$ cat config.mk
export PLATFORM = sky130hd
export DESIGN_NAME = bitmap_fit_allocator_core_flat
export DESIGN_NICKNAME = d
export VERILOG_FILES = /design/src/bfa_pkg.sv /design/src/bfa_cfg_if.sv /design/src/bfa_req_if.sv /design/src/bfa_rsp_if.sv /design/src/bfa_map.sv /design/src/bfa_scan.sv /design/src/bitmap_fit_allocator_core.sv /design/src/flat_wrapper.sv
export SDC_FILE = /design/constraint.sdc
export NUM_CORES = 1
export LEC_CHECK = 0
export BUFFER_PORTS_ARGS = -buffer_cell sky130_fd_sc_hd__buf_2
export CAP_MARGIN = 0
export CORE_MARGIN = 4
export CORE_UTILIZATION = 62
export DETAILED_ROUTE_END_ITERATION = 7
export HOLD_SLACK_MARGIN = 0.05
export PLACE_DENSITY = 0.86
export SLEW_MARGIN = 20
export SYNTH_ARGS = -nofsm -noshare
export SYNTH_HDL_FRONTEND = slang
export SYNTH_HIERARCHICAL = 1
export SYNTH_SLANG_ARGS = --single-unit
$ cat constraint.sdc
create_clock -name clk_i -period 5.4 [get_ports clk_i]
set_clock_uncertainty 0.15 [all_clocks]
set_input_delay 0.54 -clock clk_i [delete_from_list [all_inputs] [get_ports clk_i]]
set_output_delay 0.54 -clock clk_i [all_outputs]
set_load 0.01 [all_outputs]
$ cat src/bfa_pkg.sv
// Shared types, codes and field widths for the bitmap fit allocator.
`default_nettype none

package bfa_pkg;

  // Field widths of the item and result channels
  localparam int unsigned REQ_W  = 1;
  localparam int unsigned LEN_W  = 7;
  localparam int unsigned POS_W  = 6;
  localparam int unsigned MODE_W = 2;

  // Default store size in cells
  localparam int unsigned CELLS_DEF = 64;

  // Request codes
  localparam logic [REQ_W-1:0] REQ_ALLOC = 1'b0;
  localparam logic [REQ_W-1:0] REQ_FREE  = 1'b1;

  // Placement policy
  typedef enum logic [MODE_W-1:0] {
    FIT_FIRST = 2'd0,
    FIT_NEXT  = 2'd1,
    FIT_BEST  = 2'd2,
    FIT_WORST = 2'd3
  } fit_e;

  // Per-cycle control from the sequencer to the run scanner
  typedef struct packed {
    logic clear;  // start of a new scan
    logic step;   // one cell presented this cycle
    logic occ;    // presented cell is occupied (or past the end)
  } scan_ctl_t;

endpackage

`default_nettype wire

$ cat src/bfa_cfg_if.sv
// Configuration write channel carrying the placement policy.
`default_nettype none

interface bfa_cfg_if;
  logic                        valid;
  logic                        ready;
  logic [bfa_pkg::MODE_W-1:0]  fit_mode;

  modport source (output valid, output fit_mode, input ready);
  modport sink   (input valid, input fit_mode, output ready);
endinterface

`default_nettype wire

$ cat src/bfa_req_if.sv
// Request channel: allocate or free a run of cells.
`default_nettype none

interface bfa_req_if;
  logic                       valid;
  logic                       ready;
  logic [bfa_pkg::REQ_W-1:0]  req_type;
  logic [bfa_pkg::LEN_W-1:0]  run_length;
  logic [bfa_pkg::POS_W-1:0]  free_position;

  modport source (output valid, output req_type, output run_length,
                  output free_position, input ready);
  modport sink   (input valid, input req_type, input run_length,
                  input free_position, output ready);
endinterface

`default_nettype wire

$ cat src/bfa_rsp_if.sv
// Response channel: grant flag and run position.
`default_nettype none

interface bfa_rsp_if;
  logic                       valid;
  logic                       ready;
  logic                       granted;
  logic [bfa_pkg::POS_W-1:0]  position;

  modport source (output valid, output granted, output position, input ready);
  modport sink   (input valid, input granted, input position, output ready);
endinterface

`default_nettype wire

$ cat src/bfa_map.sv
// Occupancy map held in a circular shift register, one cell out per cycle while shift_en_i is high.
`default_nettype none

module bfa_map #(
  parameter int unsigned CELLS = bfa_pkg::CELLS_DEF
) (
  input  logic clk_i,
  input  logic rst_ni,
  input  logic shift_en_i,  // rotate by one cell
  input  logic new_bit_i,   // value written back for the head cell
  output logic head_o       // occupancy of the cell at the head
);

  logic [CELLS-1:0] map_q;

  assign head_o = map_q[0];

  // Rotate: the head cell re-enters at the top with its new value
  always_ff @(posedge clk_i or negedge rst_ni) begin
    if (!rst_ni) begin
      map_q <= '0;
    end else if (shift_en_i) begin
      map_q <= {new_bit_i, map_q[CELLS-1:1]};
    end
  end

endmodule

`default_nettype wire

$ cat src/bfa_scan.sv
// Bit-serial free-run tracker: measures each run and keeps the best candidate.
`default_nettype none

module bfa_scan #(
  parameter int unsigned CELLS = bfa_pkg::CELLS_DEF
) (
  input  logic                               clk_i,
  input  logic                               rst_ni,
  input  bfa_pkg::scan_ctl_t                 ctl_i,
  input  logic [$clog2(CELLS+1)-1:0]         idx_i,
  input  logic [bfa_pkg::LEN_W-1:0]          len_i,
  input  logic [$clog2(CELLS)-1:0]           rover_i,
  input  bfa_pkg::fit_e                      mode_i,
  output logic                               found_o,
  output logic [$clog2(CELLS)-1:0]           where_o,
  output logic                               found_b_o,
  output logic [$clog2(CELLS)-1:0]           where_b_o
);
  import bfa_pkg::*;

  localparam int unsigned IDX_W = $clog2(CELLS + 1);
  localparam int unsigned ADR_W = $clog2(CELLS);
  localparam int unsigned CW    = (IDX_W > LEN_W) ? IDX_W : LEN_W;

  logic             in_run_q;
  logic [ADR_W-1:0] start_q;
  logic             found_q;
  logic [ADR_W-1:0] where_q;
  logic [IDX_W-1:0] best_q;
  logic             found_b_q;
  logic [ADR_W-1:0] where_b_q;

  logic [IDX_W-1:0] run_len;
  logic             run_end;
  logic             fits;
  logic             past_rover;
  logic             upd;
  logic             upd_b;

  // Run ends when an occupied cell (or the end marker) follows free cells
  always_comb begin
    run_len    = idx_i - IDX_W'(start_q);
    run_end    = ctl_i.step && ctl_i.occ && in_run_q;
    fits       = CW'(run_len) >= CW'(len_i);
    past_rover = idx_i >= IDX_W'(rover_i);
    upd        = run_end && fits &&
                 (!found_q ||
                  (mode_i == FIT_BEST  && run_len < best_q) ||
                  (mode_i == FIT_WORST && run_len > best_q));
    upd_b      = run_end && fits && past_rover && !found_b_q;
  end

  // Control flags
  always_ff @(posedge clk_i or negedge rst_ni) begin
    if (!rst_ni) begin
      in_run_q  <= 1'b0;
      found_q   <= 1'b0;
      found_b_q <= 1'b0;
    end else if (ctl_i.clear) begin
      in_run_q  <= 1'b0;
      found_q   <= 1'b0;
      found_b_q <= 1'b0;
    end else if (ctl_i.step) begin
      in_run_q <= !ctl_i.occ;
      if (upd)   found_q   <= 1'b1;
      if (upd_b) found_b_q <= 1'b1;
    end
  end

  // Run start and candidate positions
  always_ff @(posedge clk_i) begin
    if (ctl_i.step && !ctl_i.occ && !in_run_q) begin
      start_q <= idx_i[ADR_W-1:0];
    end
    if (upd) begin
      where_q <= start_q;
      best_q  <= run_len;
    end
    if (upd_b) begin
      where_b_q <= start_q;
    end
  end

  assign found_o   = found_q;
  assign where_o   = where_q;
  assign found_b_o = found_b_q;
  assign where_b_o = where_b_q;

endmodule

`default_nettype wire

$ cat src/bitmap_fit_allocator_core.sv
// Top level of the bitmap fit allocator: sequencer, rover and result register.
//
//   channel | dir | handshake    | payload
//   cfg_i   | in  | valid/ready  | fit_mode
//   req_i   | in  | valid/ready  | req_type, run_length, free_position
//   rsp_o   | out | valid/ready  | granted, position
//
// The map rotates through a shift register one cell per cycle while scanning or
// marking. Free: one write pass. Allocate: one scan pass over CELLS+1 steps,
// a pick step and one write pass, with no write pass when no run fits; an
// allocate with zero or oversize length goes straight to the result state.
// Reset empties the map, clears the rover and selects first fit.
// A new request is taken as soon as the sequencer is idle, while a result
// may still wait in the output register; a stalled output holds the
// sequencer before it loads the next result.
`default_nettype none

module bitmap_fit_allocator_core #(
  parameter int unsigned CELLS = bfa_pkg::CELLS_DEF
) (
  input  logic       clk_i,
  input  logic       rst_ni,
  bfa_cfg_if.sink    cfg_i,
  bfa_req_if.sink    req_i,
  bfa_rsp_if.source  rsp_o
);
  import bfa_pkg::*;

  localparam int unsigned IDX_W = $clog2(CELLS + 1);
  localparam int unsigned ADR_W = $clog2(CELLS);
  localparam int unsigned LO_W  = (ADR_W > POS_W) ? ADR_W : POS_W;
  localparam int unsigned SUM_W = ((LO_W > LEN_W) ? LO_W : LEN_W) + 1;

  typedef enum logic [2:0] {
    ST_IDLE,
    ST_SCAN,
    ST_PICK,
    ST_MARK,
    ST_OUT
  } state_e;

  state_e           state_q;
  logic [IDX_W-1:0] idx_q;
  logic [ADR_W-1:0] rover_q;
  fit_e             fit_mode_q;
  logic             out_valid_q;

  logic [LEN_W-1:0] len_q;
  logic [LO_W-1:0]  lo_q;
  logic             mark_v_q;
  logic             ok_q;
  logic [POS_W-1:0] pos_q;
  logic             granted_q;
  logic [POS_W-1:0] position_q;

  logic             req_fire;
  logic             len_ok;
  logic             out_load;
  logic             at_end;
  logic             mark_last;
  logic             in_range;
  logic             head;
  logic             new_bit;
  logic             shift_en;
  scan_ctl_t        scan_ctl;
  logic             found;
  logic [ADR_W-1:0] where_a;
  logic             found_b;
  logic [ADR_W-1:0] where_b;
  logic             pick_found;
  logic [ADR_W-1:0] pick_where;
  logic [SUM_W-1:0] rover_sum;
  logic [ADR_W-1:0] rover_next;

  // Handshakes
  assign cfg_i.ready   = 1'b1;
  assign req_i.ready   = (state_q == ST_IDLE);
  assign rsp_o.valid   = out_valid_q;
  assign rsp_o.granted = granted_q;
  assign rsp_o.position = position_q;

  // Sequencing conditions and the write window of the mark pass
  always_comb begin
    req_fire  = req_i.valid && req_i.ready;
    len_ok    = (req_i.run_length != '0) &&
                (SUM_W'(req_i.run_length) <= SUM_W'(CELLS));
    out_load  = (state_q == ST_OUT) && (!out_valid_q || rsp_o.ready);
    at_end    = (idx_q == IDX_W'(CELLS));
    mark_last = (idx_q == IDX_W'(CELLS - 1));
    in_range  = (SUM_W'(idx_q) >= SUM_W'(lo_q)) &&
                (SUM_W'(idx_q) < SUM_W'(lo_q) + SUM_W'(len_q));
  end

  // Map rotation: plain rotate while scanning, write-back while marking
  always_comb begin
    shift_en = ((state_q == ST_SCAN) && !at_end) || (state_q == ST_MARK);
    new_bit  = ((state_q == ST_MARK) && in_range) ? mark_v_q : head;
  end

  // Scanner control; the end marker closes a run that reaches the last cell
  always_comb begin
    scan_ctl.clear = req_fire;
    scan_ctl.step  = (state_q == ST_SCAN);
    scan_ctl.occ   = at_end || head;
  end

  // Next fit prefers runs from the rover's run onward, then wraps
  always_comb begin
    if (fit_mode_q == FIT_NEXT) begin
      pick_found = found_b || found;
      pick_where = found_b ? where_b : where_a;
    end else begin
      pick_found = found;
      pick_where = where_a;
    end
    rover_sum  = SUM_W'(pick_where) + SUM_W'(len_q);
    rover_next = (rover_sum == SUM_W'(CELLS)) ? '0 : rover_sum[ADR_W-1:0];
  end

  bfa_map #(
    .CELLS (CELLS)
  ) u_map (
    .clk_i      (clk_i),
    .rst_ni     (rst_ni),
    .shift_en_i (shift_en),
    .new_bit_i  (new_bit),
    .head_o     (head)
  );

  bfa_scan #(
    .CELLS (CELLS)
  ) u_scan (
    .clk_i     (clk_i),
    .rst_ni    (rst_ni),
    .ctl_i     (scan_ctl),
    .idx_i     (idx_q),
    .len_i     (len_q),
    .rover_i   (rover_q),
    .mode_i    (fit_mode_q),
    .found_o   (found),
    .where_o   (where_a),
    .found_b_o (found_b),
    .where_b_o (where_b)
  );

  // State, cell index, rover, policy and output register
  always_ff @(posedge clk_i or negedge rst_ni) begin
    if (!rst_ni) begin
      state_q     <= ST_IDLE;
      idx_q       <= '0;
      rover_q     <= '0;
      fit_mode_q  <= FIT_FIRST;
      out_valid_q <= 1'b0;
      granted_q   <= 1'b0;
      position_q  <= '0;
    end else begin
      if (cfg_i.valid && cfg_i.ready) begin
        fit_mode_q <= fit_e'(cfg_i.fit_mode);
      end
      if (out_load) begin
        out_valid_q <= 1'b1;
        granted_q   <= ok_q;
        position_q  <= pos_q;
      end else if (rsp_o.ready) begin
        out_valid_q <= 1'b0;
      end
      unique case (state_q)
        ST_IDLE: begin
          idx_q <= '0;
          if (req_fire) begin
            if (req_i.req_type == REQ_FREE) begin
              state_q <= ST_MARK;
            end else if (len_ok) begin
              state_q <= ST_SCAN;
            end else begin
              state_q <= ST_OUT;
            end
          end
        end
        ST_SCAN: begin
          if (at_end) begin
            state_q <= ST_PICK;
          end else begin
            idx_q <= idx_q + 1'b1;
          end
        end
        ST_PICK: begin
          idx_q <= '0;
          if (pick_found) begin
            state_q <= ST_MARK;
            if (fit_mode_q == FIT_NEXT) begin
              rover_q <= rover_next;
            end
          end else begin
            state_q <= ST_OUT;
          end
        end
        ST_MARK: begin
          if (mark_last) begin
            state_q <= ST_OUT;
          end else begin
            idx_q <= idx_q + 1'b1;
          end
        end
        ST_OUT: begin
          if (out_load) begin
            state_q <= ST_IDLE;
          end
        end
        default: begin
          state_q <= ST_IDLE;
        end
      endcase
    end
  end

  // Request fields and pending result
  always_ff @(posedge clk_i) begin
    if (req_fire) begin
      len_q    <= req_i.run_length;
      lo_q     <= LO_W'(req_i.free_position);
      mark_v_q <= (req_i.req_type == REQ_ALLOC);
      ok_q     <= (req_i.req_type == REQ_FREE);
      pos_q    <= (req_i.req_type == REQ_FREE) ? req_i.free_position : '0;
    end
    if (state_q == ST_PICK && pick_found) begin
      lo_q  <= LO_W'(pick_where);
      ok_q  <= 1'b1;
      pos_q <= POS_W'(pick_where);
    end
  end

  // A granted run never reaches past the last cell
  a_pick_in_store: assert property (@(posedge clk_i) disable iff (!rst_ni)
    (state_q == ST_PICK && pick_found) |->
      (SUM_W'(pick_where) + SUM_W'(len_q) <= SUM_W'(CELLS)))
    else $error("granted run extends past the end of the store");

  // The write pass walks every cell exactly once
  a_mark_walk: assert property (@(posedge clk_i) disable iff (!rst_ni)
    (state_q == ST_MARK && !mark_last) |=>
      (state_q == ST_MARK && idx_q == $past(idx_q) + 1'b1))
    else $error("write pass skipped or repeated a cell");

  // Every accepted item leaves idle on the next cycle
  a_req_busy: assert property (@(posedge clk_i) disable iff (!rst_ni)
    req_fire |=> (state_q != ST_IDLE))
    else $error("accepted item did not start processing");

endmodule

`default_nettype wire
$ cat src/flat_wrapper.sv
// flat-port wrapper written by rule: the top's interface ports become plain ports
module bitmap_fit_allocator_core_flat import bfa_pkg::*;
#(
  parameter int unsigned CELLS = bfa_pkg::CELLS_DEF
)
  (clk_i, rst_ni, cfg_i_valid, cfg_i_fit_mode, cfg_i_ready, req_i_valid, req_i_req_type, req_i_run_length, req_i_free_position, req_i_ready, rsp_o_valid, rsp_o_granted, rsp_o_position, rsp_o_ready);
  bfa_cfg_if cfg_i_i ();
  bfa_req_if req_i_i ();
  bfa_rsp_if rsp_o_i ();
  input  logic clk_i;
  input  logic rst_ni;
  input wire logic [$bits(cfg_i_i.valid)-1:0] cfg_i_valid;
  input wire logic [$bits(cfg_i_i.fit_mode)-1:0] cfg_i_fit_mode;
  output wire logic [$bits(cfg_i_i.ready)-1:0] cfg_i_ready;
  input wire logic [$bits(req_i_i.valid)-1:0] req_i_valid;
  input wire logic [$bits(req_i_i.req_type)-1:0] req_i_req_type;
  input wire logic [$bits(req_i_i.run_length)-1:0] req_i_run_length;
  input wire logic [$bits(req_i_i.free_position)-1:0] req_i_free_position;
  output wire logic [$bits(req_i_i.ready)-1:0] req_i_ready;
  output wire logic [$bits(rsp_o_i.valid)-1:0] rsp_o_valid;
  output wire logic [$bits(rsp_o_i.granted)-1:0] rsp_o_granted;
  output wire logic [$bits(rsp_o_i.position)-1:0] rsp_o_position;
  input wire logic [$bits(rsp_o_i.ready)-1:0] rsp_o_ready;
  assign cfg_i_i.valid = cfg_i_valid;
  assign cfg_i_i.fit_mode = cfg_i_fit_mode;
  assign cfg_i_ready = cfg_i_i.ready;
  assign req_i_i.valid = req_i_valid;
  assign req_i_i.req_type = req_i_req_type;
  assign req_i_i.run_length = req_i_run_length;
  assign req_i_i.free_position = req_i_free_position;
  assign req_i_ready = req_i_i.ready;
  assign rsp_o_valid = rsp_o_i.valid;
  assign rsp_o_granted = rsp_o_i.granted;
  assign rsp_o_position = rsp_o_i.position;
  assign rsp_o_i.ready = rsp_o_ready;
  bitmap_fit_allocator_core #(.CELLS(CELLS)) u_core (.clk_i(clk_i), .rst_ni(rst_ni), .cfg_i(cfg_i_i), .req_i(req_i_i), .rsp_o(rsp_o_i));
endmodule
### Word-level counts from Yosys, hierarchy flattened

Cells that the tools add are included.

* bits in registers: 139
* input bits: 21
* output and inout port bits: 10
* word-level logic and storage cells: 122

* $add $sub $neg: 4
* magnitude comparators: 7
* equal/unequal tests: 16
* multiplexer cells: 31
* bitwise gates (word level): 1
* reduce and logical (&&, ||, !) cells: 43

Operator list (number)
* 6-bit 2-to-1 mux: 8
* 3-bit 2-to-1 mux: 7
* 7-bit one-hot mux with 3 select lines: 1
* 1-bit logical AND: 17
* 6-bit by 7-bit adder with 8-bit output: 2
* 3-bit one-hot mux with 5 select lines: 1
* 7-bit by 6-bit greater-or-equal comparator with 1-bit output: 2
* 7-bit 2-to-1 mux: 2
* 1-bit 2-to-1 mux: 12
* 2-bit nonzero test: 5
* 8-bit by 7-bit equality test with 1-bit output (second input constant): 1
* 7-bit by 8-bit less-than comparator with 1-bit output: 1
* 7-bit by 1-bit adder with 7-bit output (second input constant): 1
* 7-bit by 6-bit equality test with 1-bit output (second input constant): 1
* 7-bit equality test (second input constant): 1
* 7-bit greater-or-equal comparator: 1
* 7-bit greater-than comparator: 1
* 7-bit <= comparator (second input constant): 1
* 7-bit less-than comparator: 1
* 7-bit nonzero test: 1
* 7-bit by 6-bit subtractor with 7-bit output: 1
* 3-bit by 2-bit equality test with 1-bit output (second input constant): 2
* 1-bit logical NOT: 6
* 1-bit logical OR: 6
* other kinds (13): 20

### Longest topological paths before layout

* word-level depth: 10
* depth in mapped cells: 14
* mapped depth without buffers: 14

### By module

The synthesis kept the hierarchy.

Modules (own cells, without submodules)
* bitmap_fit_allocator_core: instances 1, cells an instance 267, area each 2919.0 um^2
* bfa_map: instances 1, cells an instance 135, area each 2678.8 um^2
* bfa_scan: instances 1, cells an instance 141, area each 1674.1 um^2

### Least setup slack after synthesis

OpenSTA, ideal clock, no wires.

* kind: register -> register
* from: reg u_core.idx_q[0]
* to: reg u_core.u_scan.best_q[0] (enable)
* data arrival time: 3338 ps
* setup slack: 1529 ps
* stages on the path, launching flop included: 15
* clock period less this slack: 3871 ps
* path through: dfrtp_1 -> inv_1 -> ha_1 -> inv_1 -> fa_1 -> a21o_1 -> a21oi_2 -> o21ai_2 -> a21oi_2 -> xor2_1 -> ha_1 -> a21oi_1 -> o21ai_0 -> o31a_1 -> a211oi_2

* word-level cells in the longest chain between the ends: 6
* elaborated cells between the ends (all ways): 14
* those cells by class: add/sub: 1; order compare: 3; eq/ne: 1; reduce/logical: 9

RTL lines
* start: declaration: RTL line bitmap_fit_allocator_core.sv:43 `logic [IDX_W-1:0] idx_q;`
* start signal: assignment: RTL line bitmap_fit_allocator_core.sv:184 `idx_q <= idx_q + 1'b1;`
* start signal: assignment: RTL line bitmap_fit_allocator_core.sv:202 `idx_q <= idx_q + 1'b1;`
* 7-bit by 6-bit subtractor with 7-bit output *: RTL line bfa_scan.sv:42 `run_len = idx_i - IDX_W'(start_q);`
* net u_core.u_scan.run_len[6]: RTL line bfa_scan.sv:33 `logic [IDX_W-1:0] run_len;`
* 7-bit less-than comparator: RTL line bfa_scan.sv:48 `(mode_i == FIT_BEST && run_len < best_q) ||`
* 1-bit logical AND: RTL line bfa_scan.sv:48
* 1-bit logical OR: RTL line bfa_scan.sv:47 `(!found_q ||`
* 1-bit logical OR: RTL line bfa_scan.sv:48
* 1-bit logical AND *: RTL line bfa_scan.sv:46 `upd = run_end && fits &&`
* net u_core.u_scan.upd: RTL line bfa_scan.sv:37 `logic upd;`
* end signal: assignment: RTL line bfa_scan.sv:77 `best_q <= run_len;`
* end: declaration: RTL line bfa_scan.sv:29 `logic [IDX_W-1:0] best_q;`

Mark *: on every way through the listed nets, which the timed path passes. The rest lies on a longest branch.
A chain may end at the register's enable or synchronous reset.

### Worst setup path after layout

* from: reg u_core.idx_q[0]
* to: reg u_core.u_scan.where_q[1] (netlist: u_core/u_scan/where_o[1]) (enable)

* word-level cells in the longest chain between the ends: 6
* elaborated cells between the ends (all ways): 14
* those cells by class: add/sub: 1; order compare: 3; eq/ne: 1; reduce/logical: 9

RTL lines
* 7-bit by 6-bit subtractor with 7-bit output *: RTL line bfa_scan.sv:42
* net u_core.u_scan.run_len[6]: RTL line bfa_scan.sv:33
* 7-bit less-than comparator: RTL line bfa_scan.sv:48
* 1-bit logical AND: RTL line bfa_scan.sv:48
* 1-bit logical OR: RTL line bfa_scan.sv:47
* 1-bit logical OR: RTL line bfa_scan.sv:48
* 1-bit logical AND *: RTL line bfa_scan.sv:46
* net u_core.u_scan.upd: RTL line bfa_scan.sv:37
* end signal: assignment: RTL line bfa_scan.sv:76 `where_q <= start_q;`
* end: declaration: RTL line bfa_scan.sv:28 `logic [ADR_W-1:0] where_q;`

Marked as above.

==> flow_summary.ini <==
[placed_design]
routabilityCongestion = 0.883
dp_hpwl_microns = 9880
pre_cts_ws_ns = 1.02
portBuffers = 29

[layout]
final_cell_mix = dfrtp_1, mux2_4, ha_1
drive_gt1_frac = 0.285
final_common_cell = dfrtp_1
antenna_cells = 0
area_growth_pct = 10.5
fin_nets = 653

[pwr]
max-vdd-ir-drop_v = 0.000247
p_leak_nw = 3.99
p_per_area_nw_per_um2 = 280

[critical_path]
reg2reg_slack_ns = 1.22
worstPathRequired_ns = 5.30
crit_chain = inv_1 > ha_1 > inv_1 > fa_1 > a21o_1 > a21oi_2 > o21ai_2 > a21oi_2 > xor2_1 > ha_1 > a21oi_1 > o21ai_0 > o31a_1 > a211oi_4
slowest_delay_ns = 0.67
worst-path-buf-inv = 2
worst_setup_path_start_kind = flip-flop
cp_data_arrival_time_ns = 4.08
r2r_start = u_core/idx_q[0]
reg2regPathDepth = 14
cp_slowest_cell = a211oi_4
rr_endpoint = u_core/u_scan/where_o[1]
end_kind = flip-flop
crit_family = compound AO/OA/AOI/OAI gates
cp_max_fo = 13
endpoint = u_core/u_scan/where_o[1]
path_depth = 14
critPathKind = flip-flop to flip-flop
crit_start = u_core/idx_q[0]

[clock_network]
cts_resized = 0
clock_latency_ns = 0.43
clock-root-buffer = clkbuf_16
numCtsBuffers = 17
clockBufferDepth = 2
htree_num_levels = 4
clkTransAtPathRegs_ns = 0.06
cts_tree = yes
cts_sinks = 139

[yosys]
ys_ff_latch = 139
synth.top_cell.area_share = 0.320
synthCells = 543
synth_area_sq_um = 7270
yosysTopAreaCell = dfrtp_1
synth_edf_count = 45
synth_nets = 619
yosys-top-cells-area = dfrtp_1, edfxtp_1, mux2_4
synth-seq-area-share = 0.509
synth_cell_type_count = 65
ys.warnings.count = 6
ys.flop_type = dfrtp_1
syn_avg_cell_area_sq_um = 13.4
async_reset_ff_frac = 0.669

[run_status]
outcome = finished clean

[die]
die_h_microns = 116
dieArea_sq_um = 13500
floorplan.rows = 39
initial_core_util = 0.634
io_pins = 31
fp.coreArea_sq_um = 11500
die_w_microns = 116

[route]
ant_nets = 0
via_count = 4494
drtIter0Drc = 274
dr.pass1.iters = 5
via_per_inst = 6.13
routedWlPerCell_microns = 20.0
wirelength_microns = 14700
post-route-drc-count = 0

[sta]
rsz0062_at_grt = no
finalCritPeriodShare = 0.774
layout_min_cycle_time_ns = 4.18
finalHoldViolCount = 0
relSlewSlack = 0.256
slew_viol_final = 0
fin_ws_ns = 1.22
setup_tns_ns = 0
fmax_ghz = 0.239
worstMarginPinSlew_ns = 1.12
setup_viol = 0

[grt]
grt_first_pass_wirelength_microns = 24200
grt_overflow = 0
grt_pass1_vias = 4746
antenna_found_initial = 0
grt_max_degree = 77
grt_usage = 0.238

[flow_run]
maxCapViolCount = 0

[hold_path]
min_path_type = input port to flip-flop
[worst min path at each step]
stage | startpoint | end | slack (ns) | cells past startpoint
after global routing | req_i_run_length[2] | u_core/len_q[2] | 0.15 | 1
after floorplan | rst_ni | u_core/fit_mode_q[0] | 0.09 | 0
final | req_i_run_length[3] | u_core/len_q[3] | 0.16 | 1
after detailed placement | rst_ni | u_core/u_scan/in_run_q | 0.29 | 1
after CTS | req_i_run_length[2] | u_core/len_q[2] | 0.14 | 1
after global placement | rst_ni | u_core/rover_q[0] | 0.29 | 1
[flip-flops by register name, indices dropped and copies added (netlist names), 2 cells and up]
signal / flops
u_core/u_scan/where_o: 6
u_core/lo_q: 6
u_core/state_q: 3
u_core/pos_q: 6
u_core/u_scan/where_b_o: 6
u_core/u_scan/start_q: 6
u_core/idx_q: 7
u_core/len_q: 7
u_core/rover_q: 6
u_core/rsp_o.position: 6
u_core/u_scan/best_q: 7
u_core/u_map/map_q: 64
u_core/fit_mode_q: 2
[kinds of logic (layout without fill, tap and decap cells)]
logic type | count (synthesis) | after routing | synth area share
mux | 86 | 86 | 0.164
compound gates | 100 | 100 | 0.102
flops | 139 | 139 | 0.509
simple gates | 89 | 89 | 0.0674
xor+xnor | 11 | 11 | 0.0132
other cells | 1 | 1 | 0.000516
fa+ha+maj | 55 | 55 | 0.0977
buf+inv | 62 | 109 | 0.0471
[Yosys cell counts (10+ instances only)]
library cell / number
dfrtp_1: 93
mux2_4: 60
ha_1: 52
edfxtp_1: 45
inv_1: 45
mux2_2: 23
nand2_1: 20
a21oi_1: 19
a21o_1: 16
nor2_1: 13
o21ai_0: 12
nand3_1: 11
nand2b_1: 10
[where the power goes]
| group | switching, mW | leakage (nW) | internal, mW |
|---|---|---|---|
| Sequential | 0.00270 | 1.65 | 1.09 |
| Clock | 0.468 | 0.272 | 0.653 |
| Combinational | 0.0248 | 2.06 | 0.0148 |
| Total | 0.496 | 3.99 | 1.75 |
[metal layers]
layer / vias to the layer above / global-route usage / share of wire
li1: 2048 / - / -
met1: 2245 / 0.304 / 0.43
met2: 168 / 0.380 / 0.49
met3: 33 / 0.0627 / 0.057
met4: 0 / 0.113 / 0.027
met5: - / 0 / 0
[final cells by class]
type	count	area, sq um
Tap cell	143	179
Fill cell	714	3430
Inverter	45	169
Clock buffer	18	439
Timing Repair Buffer	32	173
Multi-Input combinational cell	342	3250
Clock inverter	14	134
Sequential cell	139	3700
[stage by stage]
stage / hold slack, ns / cells / power [mW] / instance area, sq um / utilization
detailed placement: 0.294 / 700 / 1.15 / 7450 / 0.649
global placement: 0.292 / 700 / 1.15 / 7450 / 0.649
finish: 0.160 / 733 / 2.25 / 8040 / 0.701
global route: 0.149 / 733 / 2.33 / 8040 / 0.701
floorplan: 0.0944 / 543 / 1.12 / 7270 / -
CTS: 0.145 / 733 / 2.27 / 8030 / 0.700
[what timing repair did]
action                                  4_1_cts  5_1_grt
hold endpoints to repair                     17        0
hold buffers                                  1        0
endpoints found under the setup margin        0        0
buffers inserted                              0        0
(Power assumes the default switching activity.)
